`src/design/barcode_demultiplexer_assert.svh`:
```
// assertion macros used by the top-level rtl file
`ifndef BARCODE_DEMULTIPLEXER_ASSERT_SVH
`define BARCODE_DEMULTIPLEXER_ASSERT_SVH

`ifndef SYNTH
// plain property check on clk_i, off during reset
`define BCD_ASSERT(label, prop) \
  label: assert property (@(posedge clk_i) disable iff (!rst_ni) (prop)) \
    else $error("assertion failed");
// implication check on clk_i, off during reset
`define BCD_ASSERT_IMP(label, ante, cons) \
  label: assert property (@(posedge clk_i) disable iff (!rst_ni) (ante) |-> (cons)) \
    else $error("assertion failed");
`else
`define BCD_ASSERT(label, prop)
`define BCD_ASSERT_IMP(label, ante, cons)
`endif

`endif

```
`src/design/bcd_pkg.sv`:
```
package bcd_pkg;

  localparam int MaxBarcodes = 16;
  localparam int MaxTagLen   = 7;
  localparam int BaseW       = 3;
  localparam int TagW        = MaxTagLen * BaseW;
  localparam int LenW        = 3;
  localparam int NumBins     = MaxBarcodes + 1;
  localparam int BinW        = $clog2(NumBins);
  localparam int EntryW      = $clog2(MaxBarcodes);
  localparam int DistW       = $clog2(MaxTagLen + 1);
  localparam int CountW      = 32;
  localparam int BcntW       = 5;
  localparam int LimitW      = 3;
  localparam int ModeW       = 2;
  localparam int CfgIdxW     = 1;
  localparam int CfgDataW    = 5;
  localparam int InDataW     = 56;
  localparam int OutDataW    = 40;

  localparam logic [BinW-1:0] UnmatchedBin = BinW'(MaxBarcodes);

  localparam logic [CfgIdxW-1:0] CfgMismatchLimit = 1'b0;
  localparam logic [CfgIdxW-1:0] CfgBarcodeCount  = 1'b1;

  typedef logic [TagW-1:0] tag_t;
  typedef logic [LenW-1:0] len_t;

  typedef enum logic [ModeW-1:0] {
    ModeLoad     = 2'd0,
    ModeClassify = 2'd1,
    ModeQuery    = 2'd2
  } mode_e;

  typedef enum logic [1:0] {
    StIdle,
    StMatch,
    StUpdate
  } state_e;

  typedef struct packed {
    logic            hit;
    logic [BinW-1:0] bin;
    len_t            trim;
  } match_t;

endpackage

```
`src/design/bcd_match.sv`:
```
module bcd_match (
  input  bcd_pkg::tag_t [bcd_pkg::MaxBarcodes-1:0] tags_i,
  input  bcd_pkg::len_t [bcd_pkg::MaxBarcodes-1:0] lens_i,
  input  bcd_pkg::tag_t                            read_i,
  input  logic [bcd_pkg::LimitW-1:0]               limit_i,
  input  logic [bcd_pkg::BcntW-1:0]                count_i,
  output bcd_pkg::match_t                          match_o
);

  logic [bcd_pkg::BcntW-1:0]       active_n;
  logic [bcd_pkg::MaxBarcodes-1:0] entry_ok;

  assign active_n = (count_i > bcd_pkg::BcntW'(bcd_pkg::MaxBarcodes)) ?
                    bcd_pkg::BcntW'(bcd_pkg::MaxBarcodes) : count_i;

  // per-entry hamming distance over the tag's own length
  always_comb begin
    logic [bcd_pkg::DistW-1:0] ham_dist;
    for (int e = 0; e < bcd_pkg::MaxBarcodes; e++) begin
      ham_dist = '0;
      for (int b = 0; b < bcd_pkg::MaxTagLen; b++) begin
        if ((bcd_pkg::LenW'(b) < lens_i[e]) &&
            (tags_i[e][b*bcd_pkg::BaseW +: bcd_pkg::BaseW] !=
             read_i[b*bcd_pkg::BaseW +: bcd_pkg::BaseW])) begin
          ham_dist = ham_dist + bcd_pkg::DistW'(1);
        end
      end
      entry_ok[e] = (bcd_pkg::BcntW'(e) < active_n) && (ham_dist <= limit_i);
    end
  end

  // lowest index wins
  always_comb begin
    match_o.hit  = 1'b0;
    match_o.bin  = bcd_pkg::UnmatchedBin;
    match_o.trim = '0;
    for (int e = bcd_pkg::MaxBarcodes - 1; e >= 0; e--) begin
      if (entry_ok[e]) begin
        match_o.hit  = 1'b1;
        match_o.bin  = bcd_pkg::BinW'(e);
        match_o.trim = lens_i[e];
      end
    end
  end

endmodule

```
`src/design/barcode_demultiplexer.sv`:
```
// items: a new item is taken only in idle, after the match / count read /
//   count write-back sequence of the last one around the count memory
// reset: async active low; clears control, config (limit 1, count 0) and the
//   count valid bits, so every bin reads zero; the tag table is not cleared
`include "barcode_demultiplexer_assert.svh"

module barcode_demultiplexer (
  input  logic                             clk_i,
  input  logic                             rst_ni,
  // configuration write channel
  input  logic                             cfg_valid_i,
  output logic                             cfg_ready_o,
  input  logic [bcd_pkg::CfgIdxW-1:0]      cfg_index_i,
  input  logic [bcd_pkg::CfgDataW-1:0]     cfg_data_i,
  // input items
  input  logic                             s_axis_tvalid,
  output logic                             s_axis_tready,
  // entry_index[4:0], tag_bases[25:5], tag_length[28:26], read_bases[49:29], zero pad
  input  logic [bcd_pkg::InDataW-1:0]      s_axis_tdata,
  // mode[1:0]
  input  logic [bcd_pkg::ModeW-1:0]        s_axis_tuser,
  // result items
  output logic                             m_axis_tvalid,
  input  logic                             m_axis_tready,
  // bin[4:0], trim_length[7:5], bin_count[39:8]
  output logic [bcd_pkg::OutDataW-1:0]     m_axis_tdata
);

  // ---------------------------------------------------------------------------
  // input unpacking
  // ---------------------------------------------------------------------------
  logic                     in_fire;
  bcd_pkg::mode_e           in_mode;
  logic [bcd_pkg::BinW-1:0] in_idx;
  bcd_pkg::tag_t            in_tag;
  bcd_pkg::len_t            in_len;
  bcd_pkg::tag_t            in_read;

  assign in_fire = s_axis_tvalid && s_axis_tready;
  assign in_mode = bcd_pkg::mode_e'(s_axis_tuser);
  assign in_idx  = s_axis_tdata[4:0];
  assign in_tag  = s_axis_tdata[25:5];
  assign in_len  = s_axis_tdata[28:26];
  assign in_read = s_axis_tdata[49:29];

  // ---------------------------------------------------------------------------
  // configuration registers, writes taken at any time
  // ---------------------------------------------------------------------------
  logic [bcd_pkg::LimitW-1:0] mismatch_limit_q;
  logic [bcd_pkg::BcntW-1:0]  barcode_count_q;

  assign cfg_ready_o = 1'b1;

  always_ff @(posedge clk_i or negedge rst_ni) begin
    if (!rst_ni) begin
      mismatch_limit_q <= bcd_pkg::LimitW'(1);
      barcode_count_q  <= '0;
    end else if (cfg_valid_i && cfg_ready_o) begin
      case (cfg_index_i)
        bcd_pkg::CfgMismatchLimit: mismatch_limit_q <= cfg_data_i[bcd_pkg::LimitW-1:0];
        bcd_pkg::CfgBarcodeCount:  barcode_count_q  <= cfg_data_i[bcd_pkg::BcntW-1:0];
        default: ;
      endcase
    end
  end

  // ---------------------------------------------------------------------------
  // barcode tag table: written on load, every entry compared in parallel
  // ---------------------------------------------------------------------------
  bcd_pkg::tag_t [bcd_pkg::MaxBarcodes-1:0] tags_q;
  bcd_pkg::len_t [bcd_pkg::MaxBarcodes-1:0] lens_q;

  // tag_length is 3 bits, so it never exceeds the longest tag
  always_ff @(posedge clk_i) begin
    if (in_fire && (in_mode == bcd_pkg::ModeLoad) && (in_idx < bcd_pkg::UnmatchedBin)) begin
      tags_q[in_idx[bcd_pkg::EntryW-1:0]] <= in_tag;
      lens_q[in_idx[bcd_pkg::EntryW-1:0]] <= in_len;
    end
  end

  // ---------------------------------------------------------------------------
  // item registers, captured on accept
  // ---------------------------------------------------------------------------
  bcd_pkg::mode_e           mode_q;
  logic [bcd_pkg::BinW-1:0] idx_q;
  bcd_pkg::tag_t            read_q;

  always_ff @(posedge clk_i) begin
    if (in_fire) begin
      mode_q <= in_mode;
      idx_q  <= in_idx;
      read_q <= in_read;
    end
  end

  // ---------------------------------------------------------------------------
  // match against the table (uses the item registered on accept)
  // ---------------------------------------------------------------------------
  bcd_pkg::match_t match;

  bcd_match u_match (
    .tags_i  (tags_q),
    .lens_i  (lens_q),
    .read_i  (read_q),
    .limit_i (mismatch_limit_q),
    .count_i (barcode_count_q),
    .match_o (match)
  );

  // ---------------------------------------------------------------------------
  // sequencer: idle -> match (issue count read) -> update (write back, emit)
  // ---------------------------------------------------------------------------
  bcd_pkg::state_e state_q, state_d;
  logic            rd_en;
  logic            mem_we;
  logic            out_load;
  logic            addr_ok;
  logic [bcd_pkg::BinW-1:0] rd_addr;

  // classify reads the chosen bin, query reads the requested one if it exists
  assign rd_addr = (mode_q == bcd_pkg::ModeClassify) ? match.bin : idx_q;
  assign addr_ok = (mode_q == bcd_pkg::ModeClassify) ||
                   ((mode_q == bcd_pkg::ModeQuery) && (idx_q <= bcd_pkg::UnmatchedBin));

  always_comb begin
    state_d  = state_q;
    rd_en    = 1'b0;
    mem_we   = 1'b0;
    out_load = 1'b0;
    case (state_q)
      bcd_pkg::StIdle: begin
        if (in_fire) state_d = bcd_pkg::StMatch;
      end
      bcd_pkg::StMatch: begin
        rd_en   = addr_ok;
        state_d = bcd_pkg::StUpdate;
      end
      bcd_pkg::StUpdate: begin
        // wait here while the output register still holds an untaken item
        if (!m_axis_tvalid || m_axis_tready) begin
          out_load = 1'b1;
          mem_we   = (mode_q == bcd_pkg::ModeClassify);
          state_d  = bcd_pkg::StIdle;
        end
      end
      default: state_d = bcd_pkg::StIdle;
    endcase
  end

  always_ff @(posedge clk_i or negedge rst_ni) begin
    if (!rst_ni) begin
      state_q <= bcd_pkg::StIdle;
    end else begin
      state_q <= state_d;
    end
  end

  assign s_axis_tready = (state_q == bcd_pkg::StIdle);

  // match result held for the update cycle
  logic [bcd_pkg::BinW-1:0] res_bin_q;
  bcd_pkg::len_t            res_trim_q;
  logic                     addr_ok_q;

  always_ff @(posedge clk_i) begin
    if (state_q == bcd_pkg::StMatch) begin
      res_bin_q  <= match.bin;
      res_trim_q <= match.trim;
      addr_ok_q  <= addr_ok;
    end
  end

  // ---------------------------------------------------------------------------
  // per-bin read counts: one synchronous memory, read-modify-write
  // a bin never written since reset reads as zero through its valid bit
  // ---------------------------------------------------------------------------
  logic [bcd_pkg::CountW-1:0]  cnt_mem [bcd_pkg::NumBins];
  logic [bcd_pkg::CountW-1:0]  rd_data_q;
  logic [bcd_pkg::NumBins-1:0] cnt_vld_q;
  logic                        rd_vld_q;
  logic [bcd_pkg::CountW-1:0]  cur_cnt;
  logic [bcd_pkg::CountW-1:0]  inc_cnt;

  always_ff @(posedge clk_i) begin
    if (mem_we) cnt_mem[res_bin_q] <= inc_cnt;
  end

  always_ff @(posedge clk_i) begin
    if (rd_en) rd_data_q <= cnt_mem[rd_addr];
  end

  always_ff @(posedge clk_i or negedge rst_ni) begin
    if (!rst_ni) begin
      cnt_vld_q <= '0;
      rd_vld_q  <= 1'b0;
    end else begin
      if (mem_we) cnt_vld_q[res_bin_q] <= 1'b1;
      if (rd_en)  rd_vld_q <= cnt_vld_q[rd_addr];
    end
  end

  // saturating increment
  assign cur_cnt = (addr_ok_q && rd_vld_q) ? rd_data_q : '0;
  assign inc_cnt = (cur_cnt == '1) ? cur_cnt : cur_cnt + bcd_pkg::CountW'(1);

  // ---------------------------------------------------------------------------
  // result assembly and output register
  // ---------------------------------------------------------------------------
  logic [bcd_pkg::BinW-1:0]   out_bin;
  bcd_pkg::len_t              out_trim;
  logic [bcd_pkg::CountW-1:0] out_cnt;
  logic                       m_tvalid_q;
  logic [bcd_pkg::OutDataW-1:0] m_tdata_q;

  always_comb begin
    out_bin  = idx_q;
    out_trim = '0;
    out_cnt  = '0;
    case (mode_q)
      bcd_pkg::ModeClassify: begin
        out_bin  = res_bin_q;
        out_trim = res_trim_q;
        out_cnt  = inc_cnt;
      end
      bcd_pkg::ModeQuery: out_cnt = cur_cnt;
      default: ;
    endcase
  end

  always_ff @(posedge clk_i or negedge rst_ni) begin
    if (!rst_ni) begin
      m_tvalid_q <= 1'b0;
    end else if (out_load) begin
      m_tvalid_q <= 1'b1;
    end else if (m_axis_tready) begin
      m_tvalid_q <= 1'b0;
    end
  end

  always_ff @(posedge clk_i) begin
    if (out_load) m_tdata_q <= {out_cnt, out_trim, out_bin};
  end

  assign m_axis_tvalid = m_tvalid_q;
  assign m_axis_tdata  = m_tdata_q;

  // ---------------------------------------------------------------------------
  // assertions
  // ---------------------------------------------------------------------------
  `BCD_ASSERT_IMP(a_accept_to_match, in_fire, ##1 (state_q == bcd_pkg::StMatch))
  `BCD_ASSERT_IMP(a_match_to_update, state_q == bcd_pkg::StMatch, ##1 (state_q == bcd_pkg::StUpdate))
  `BCD_ASSERT_IMP(a_out_from_update, $rose(m_axis_tvalid), $past(state_q) == bcd_pkg::StUpdate)
  `BCD_ASSERT_IMP(a_count_never_wraps, mem_we, inc_cnt != '0)
  `BCD_ASSERT_IMP(a_hit_in_table, match.hit, match.bin < bcd_pkg::UnmatchedBin)

endmodule
```
`config.mk`:
```
export PLATFORM = sky130hd
export DESIGN_NAME = barcode_demultiplexer
export DESIGN_NICKNAME = d
export VERILOG_FILES = /design/src/design/bcd_pkg.sv /design/src/design/bcd_match.sv /design/src/design/barcode_demultiplexer.sv
export VERILOG_INCLUDE_DIRS = /design/src /design/src/design
export SDC_FILE = /design/constraint.sdc
export NUM_CORES = 2
export LEC_CHECK = 0
export ABC_AREA = 1
export ABC_CLOCK_PERIOD_IN_PS = 9200
export BUFFER_PORTS_ARGS = -buffer_cell sky130_fd_sc_hd__buf_2
export CORE_ASPECT_RATIO = 1.2
export CORE_MARGIN = 3
export CORE_UTILIZATION = 42
export CTS_BUF_LIST = sky130_fd_sc_hd__clkbuf_4
export DETAILED_ROUTE_END_ITERATION = 8
export PLACE_DENSITY_LB_ADDON = 0.15
export SLEW_MARGIN = 20
export SYNTH_ARGS = -nofsm -noshare
export SYNTH_HDL_FRONTEND = slang
export SYNTH_SLANG_ARGS = --single-unit
```
`constraint.sdc`:
```
create_clock -name clk_i -period 9.2 [get_ports clk_i]
set_clock_uncertainty 0.15 [all_clocks]
set_input_delay 0.92 -clock clk_i [delete_from_list [all_inputs] [get_ports clk_i]]
set_output_delay 0.92 -clock clk_i [all_outputs]
set_load 0.01 [all_outputs]
```
==> metrics.txt <==
# TYPE chip_impl_metric gauge
chip_impl_metric{name="grt_total_usage",unit="%"} 21.9
chip_impl_metric{name="multi_input_area",unit="sq um"} 16500
chip_impl_metric{name="detail-route-antenna-nets",unit=""} 0
chip_impl_metric{name="synth_cell_types",unit=""} 60
chip_impl_metric{name="ff2ff_path_depth",unit=""} 47
chip_impl_metric{name="fillers",unit=""} 11000
chip_impl_metric{name="async_flop_share",unit="%"} 2.72
chip_impl_metric{name="routability_congestion",unit=""} 0.897
chip_impl_metric{name="worst-endpoint-arrival",unit="ps"} 9150
chip_impl_metric{name="worst-r2r-setup-slack",unit="ps"} 800
chip_impl_metric{name="clock_sinks",unit=""} 1066
chip_impl_metric{name="drive_above_1_share",unit="%"} 16.7
chip_impl_info{name="crit_top_cell",value="sky130_fd_sc_hd__nand2_1"} 1
chip_impl_metric{name="avgViaCountPerCell",unit=""} 5.10
chip_impl_metric{name="clock_latency",unit="ps"} 1170
chip_impl_metric{name="yosysSeqAreaShare",unit="%"} 62.5
chip_impl_info{name="regToRegStartpoint",value="read_q[2]"} 1
chip_impl_metric{name="power.share.switching",unit="%"} 31.0
chip_impl_metric{name="cp_data_required_time",unit="ps"} 9950
chip_impl_info{name="r2r-end",value="rd_data_q[7]"} 1
chip_impl_info{name="critical-path-top-delay-family",value="simple AND/OR/NAND/NOR gates"} 1
chip_impl_metric{name="wl_per_cell",unit="um"} 20.7
chip_impl_info{name="cts_root_buf",value="sky130_fd_sc_hd__clkbuf_4"} 1
chip_impl_info{name="standard_cell_with_the_maximum_stage_delay_on_the_critical_path",value="sky130_fd_sc_hd__edfxtp_1"} 1
chip_impl_metric{name="share_clk_of_total_power",unit="%"} 31.7
chip_impl_metric{name="cts-buffers-inserted",unit=""} 298
chip_impl_info{name="crit_path_start_kind",value="flip-flop"} 1
chip_impl_metric{name="timing.critical_path.depth",unit=""} 47
chip_impl_metric{name="finalSetupTns",unit="ps"} 0
chip_impl_metric{name="antenna_found_initial",unit=""} 5
chip_impl_info{name="tritoncts_clock_tree",value="done"} 1
chip_impl_metric{name="yosys_warnings",unit=""} 0
chip_impl_info{name="outcome",value="finished, final reports clean"} 1
chip_impl_metric{name="finish.net_count",unit=""} 5025
chip_impl_metric{name="placedCellCount",unit=""} 6063
chip_impl_metric{name="p_leak",unit="nW"} 22.2
chip_impl_metric{name="post-dp-hpwl",unit="um"} 86400
chip_impl_metric{name="routed_wirelength",unit="um"} 137000
chip_impl_metric{name="postCtsResizedCells",unit=""} 0
chip_impl_metric{name="synth.cell_area",unit="sq um"} 51000
chip_impl_metric{name="final-seq-area",unit="sq um"} 31900
chip_impl_metric{name="drc",unit=""} 0
chip_impl_metric{name="syn2layout_area_growth",unit="%"} 13.8
chip_impl_metric{name="final.min_clock_period",unit="ps"} 8400
chip_impl_metric{name="detailedRoute.firstPassIterationCount",unit=""} 7
chip_impl_metric{name="maxCapViolations",unit=""} 0
chip_impl_info{name="most_frequent_cells_in_the_layout",value="sky130_fd_sc_hd__edfxtp_1 (1037), sky130_fd_sc_hd__nand2_1 (774), sky130_fd_sc_hd__inv_1 (523)"} 1
chip_impl_metric{name="synth.net_count",unit=""} 4610
chip_impl_metric{name="maxSlewViolCount",unit=""} 0
chip_impl_metric{name="transition_time_of_the_tightest_slew_check_pin",unit="ps"} 1130
chip_impl_metric{name="synth_area_per_cell",unit="sq um"} 11.6
chip_impl_metric{name="ioPinCount",unit=""} 112
chip_impl_metric{name="max_slew_margin",unit="%"} 24.2
chip_impl_info{name="min_path_type",value="in2async"} 1
chip_impl_metric{name="power_report.internal_total",unit="mW"} 8.68
chip_impl_metric{name="relative_contribution_of_combinational_cells_to_total_power",unit="%"} 23.4
chip_impl_metric{name="postSynthRegisterBits",unit=""} 1066
chip_impl_metric{name="cts.repair_timing.setup_buffer_count",unit=""} 0
chip_impl_info{name="critPathCaptureType",value="flip-flop"} 1
chip_impl_metric{name="global_route.overflow_total",unit=""} 0
chip_impl_metric{name="final_min_period_over_clock_period",unit="%"} 91.3
chip_impl_info{name="synthFlopType",value="sky130_fd_sc_hd__edfxtp_1"} 1
chip_impl_metric{name="number_of_buffers_on_the_longest_clock_path",unit=""} 4
chip_impl_metric{name="grt_start_max_net_pins",unit=""} 114
chip_impl_metric{name="timing_hold_violations_final",unit=""} 0
chip_impl_metric{name="floorplan.die.width",unit="um"} 324
chip_impl_metric{name="worstPathBufferInverterCount",unit=""} 5
chip_impl_metric{name="synth_enable_flop_cells",unit=""} 1037
chip_impl_info{name="mostFrequentLayoutCell",value="sky130_fd_sc_hd__edfxtp_1"} 1
chip_impl_metric{name="drt_iter0_drc",unit=""} 2036
chip_impl_metric{name="vias",unit=""} 33700
chip_impl_metric{name="dieArea",unit="sq um"} 126000
chip_impl_metric{name="core_region_area",unit="sq um"} 120000
chip_impl_info{name="grt_setup_unrepaired",value="false"} 1
chip_impl_metric{name="power_switching",unit="mW"} 3.89
chip_impl_metric{name="power_density",unit="nW/um^2"} 217
chip_impl_metric{name="port_buffers",unit=""} 104
chip_impl_metric{name="vias_in_the_first_global_route",unit=""} 33400
chip_impl_metric{name="initial_utilization",unit="%"} 42.4
chip_impl_metric{name="grt_first_pass_wirelength",unit="um"} 203000
chip_impl_metric{name="number_of_standard_cells_in_the_final_layout_excluding_fillers",unit=""} 6601
chip_impl_metric{name="ir_worst_vdd",unit="mV"} 0.166
chip_impl_metric{name="synth_cells",unit=""} 4394
chip_impl_metric{name="timing.critical_path.fanout_max",unit=""} 23
chip_impl_metric{name="slowest_delay",unit="ps"} 640
chip_impl_metric{name="clock_tree.htree_level_count",unit=""} 5
chip_impl_metric{name="final-setup-viol-count",unit=""} 0
chip_impl_metric{name="sequential_fraction_of_design_power",unit="%"} 44.9
chip_impl_metric{name="max_freq",unit="MHz"} 119
chip_impl_metric{name="row_count",unit=""} 139
chip_impl_metric{name="clkSlewWorstSetupHoldPaths",unit="ps"} 70
chip_impl_metric{name="vert_die_dim",unit="um"} 388
chip_impl_info{name="worst-setup-path-type",value="reg2reg"} 1
synthesized netlist by cell type, drive strengths merged (12+ instances only):
library cell	number	area, sq um
a221oi	12	105
nor2	206	791
edfxtp	1037	31100
ha	147	1840
inv	535	2010
nand2	782	2960
a21oi	80	412
a31oi	15	93.8
xnor2	303	2650
mux2	36	405
o22ai	29	181
buf	106	741
dfrtp	28	701
or2	14	87.6
clkbuf	68	255
xor2	130	1140
nand4	32	206
o211ai	270	2230
o31ai	15	123
nor3	15	80.1
o21ai	143	723
nand3	343	1730
metrics by stage:
stage / power (mW) / utilization, % / cell area, sq um / hold WS [ps] / setup slack (ps)
floorplan: 7.79 / - / 51000 / 277 / 2040
global placement: 8.63 / 44.8 / 53800 / 288 / 856
detailed placement: 8.68 / 44.9 / 53900 / 295 / 832
CTS: 12.8 / 48.2 / 58000 / 76.9 / 783
global route: 13.4 / 48.3 / 58000 / 173 / 67.7
finish: 12.6 / 48.3 / 58000 / 283 / 802
cell type report:
type	instances	share of cell area, %
Sequential cell	1066	54.9
Multi-Input combinational cell	2617	28.4
Clock buffer	417	5.39
Timing Repair Buffer	289	3.92
Tap cell	1621	3.49
Inverter	537	3.48
Clock inverter	51	0.433
Antenna cell	3	0.0129
power by group through the flow:
stage          registers, mW  clock network (mW)  logic, mW
2_1_floorplan           5.72                   0       2.07
3_3_place_gp            5.75                   0       2.89
4_1_cts                 5.65                4.14       2.97
5_1_grt                 5.65                4.41       3.31
6_report                5.65                3.98       2.94
3_5_place_dp            5.75                   0       2.93
worst max-delay path by stage:
| stage | startpoint | end | slack (ps) |
|---|---|---|---|
| 4_1_cts | read_q[2] | rd_data_q[27] | 780 |
| 2_1_floorplan | read_q[4] | rd_data_q[0] | 2040 |
| 5_1_grt | read_q[2] | rd_data_q[27] | 70 |
| 3_3_place_gp | read_q[2] | rd_data_q[17] | 860 |
| 3_5_place_dp | read_q[2] | rd_data_q[27] | 830 |
| 6_report | read_q[2] | rd_data_q[7] | 800 |
sequential cells by signal, summed over array words and instances, names as in the netlist:
name              count
addr_ok_q             1
barcode_count_q       5
cnt_mem             544
cnt_vld_q            17
idx_q                 5
lens_q               48
m_axis_tdata         40
m_axis_tvalid         1
mismatch_limit_q      3
mode_q                2
rd_data_q            32
rd_vld_q              1
read_q               21
res_bin_q             5
res_trim_q            3
state_q               2
tags_q              336
routing by layer:
metal	wire length [um]	global-route usage, %
met1	54100	25.8
met2	70000	38.5
met3	5980	3.79
met4	6350	10.8
met5	0	0
cells by family (layout without fill, tap and decap cells):
| family | count (synthesis) | in the layout | share of synthesized area (%) |
|---|---|---|---|
| DFF | 1066 | 1066 | 62.5 |
| muxes | 36 | 36 | 0.795 |
| and+or+nand+nor | 1403 | 1403 | 11.6 |
| buffers and inverters | 711 | 1294 | 5.90 |
| adders and majority gates | 147 | 147 | 3.61 |
| xor gates and xnor gates | 433 | 433 | 7.44 |
| other | 1 | 4 | 0.00735 |
| AOI/OAI and AO/OA | 597 | 597 | 8.14 |
what timing repair did:
item / CTS / global route
endpoints found under the setup margin: 0 / 0
hold endpoints to repair: 430 / 0
hold buffers: 67 / 0
(Power assumes the default switching activity.)
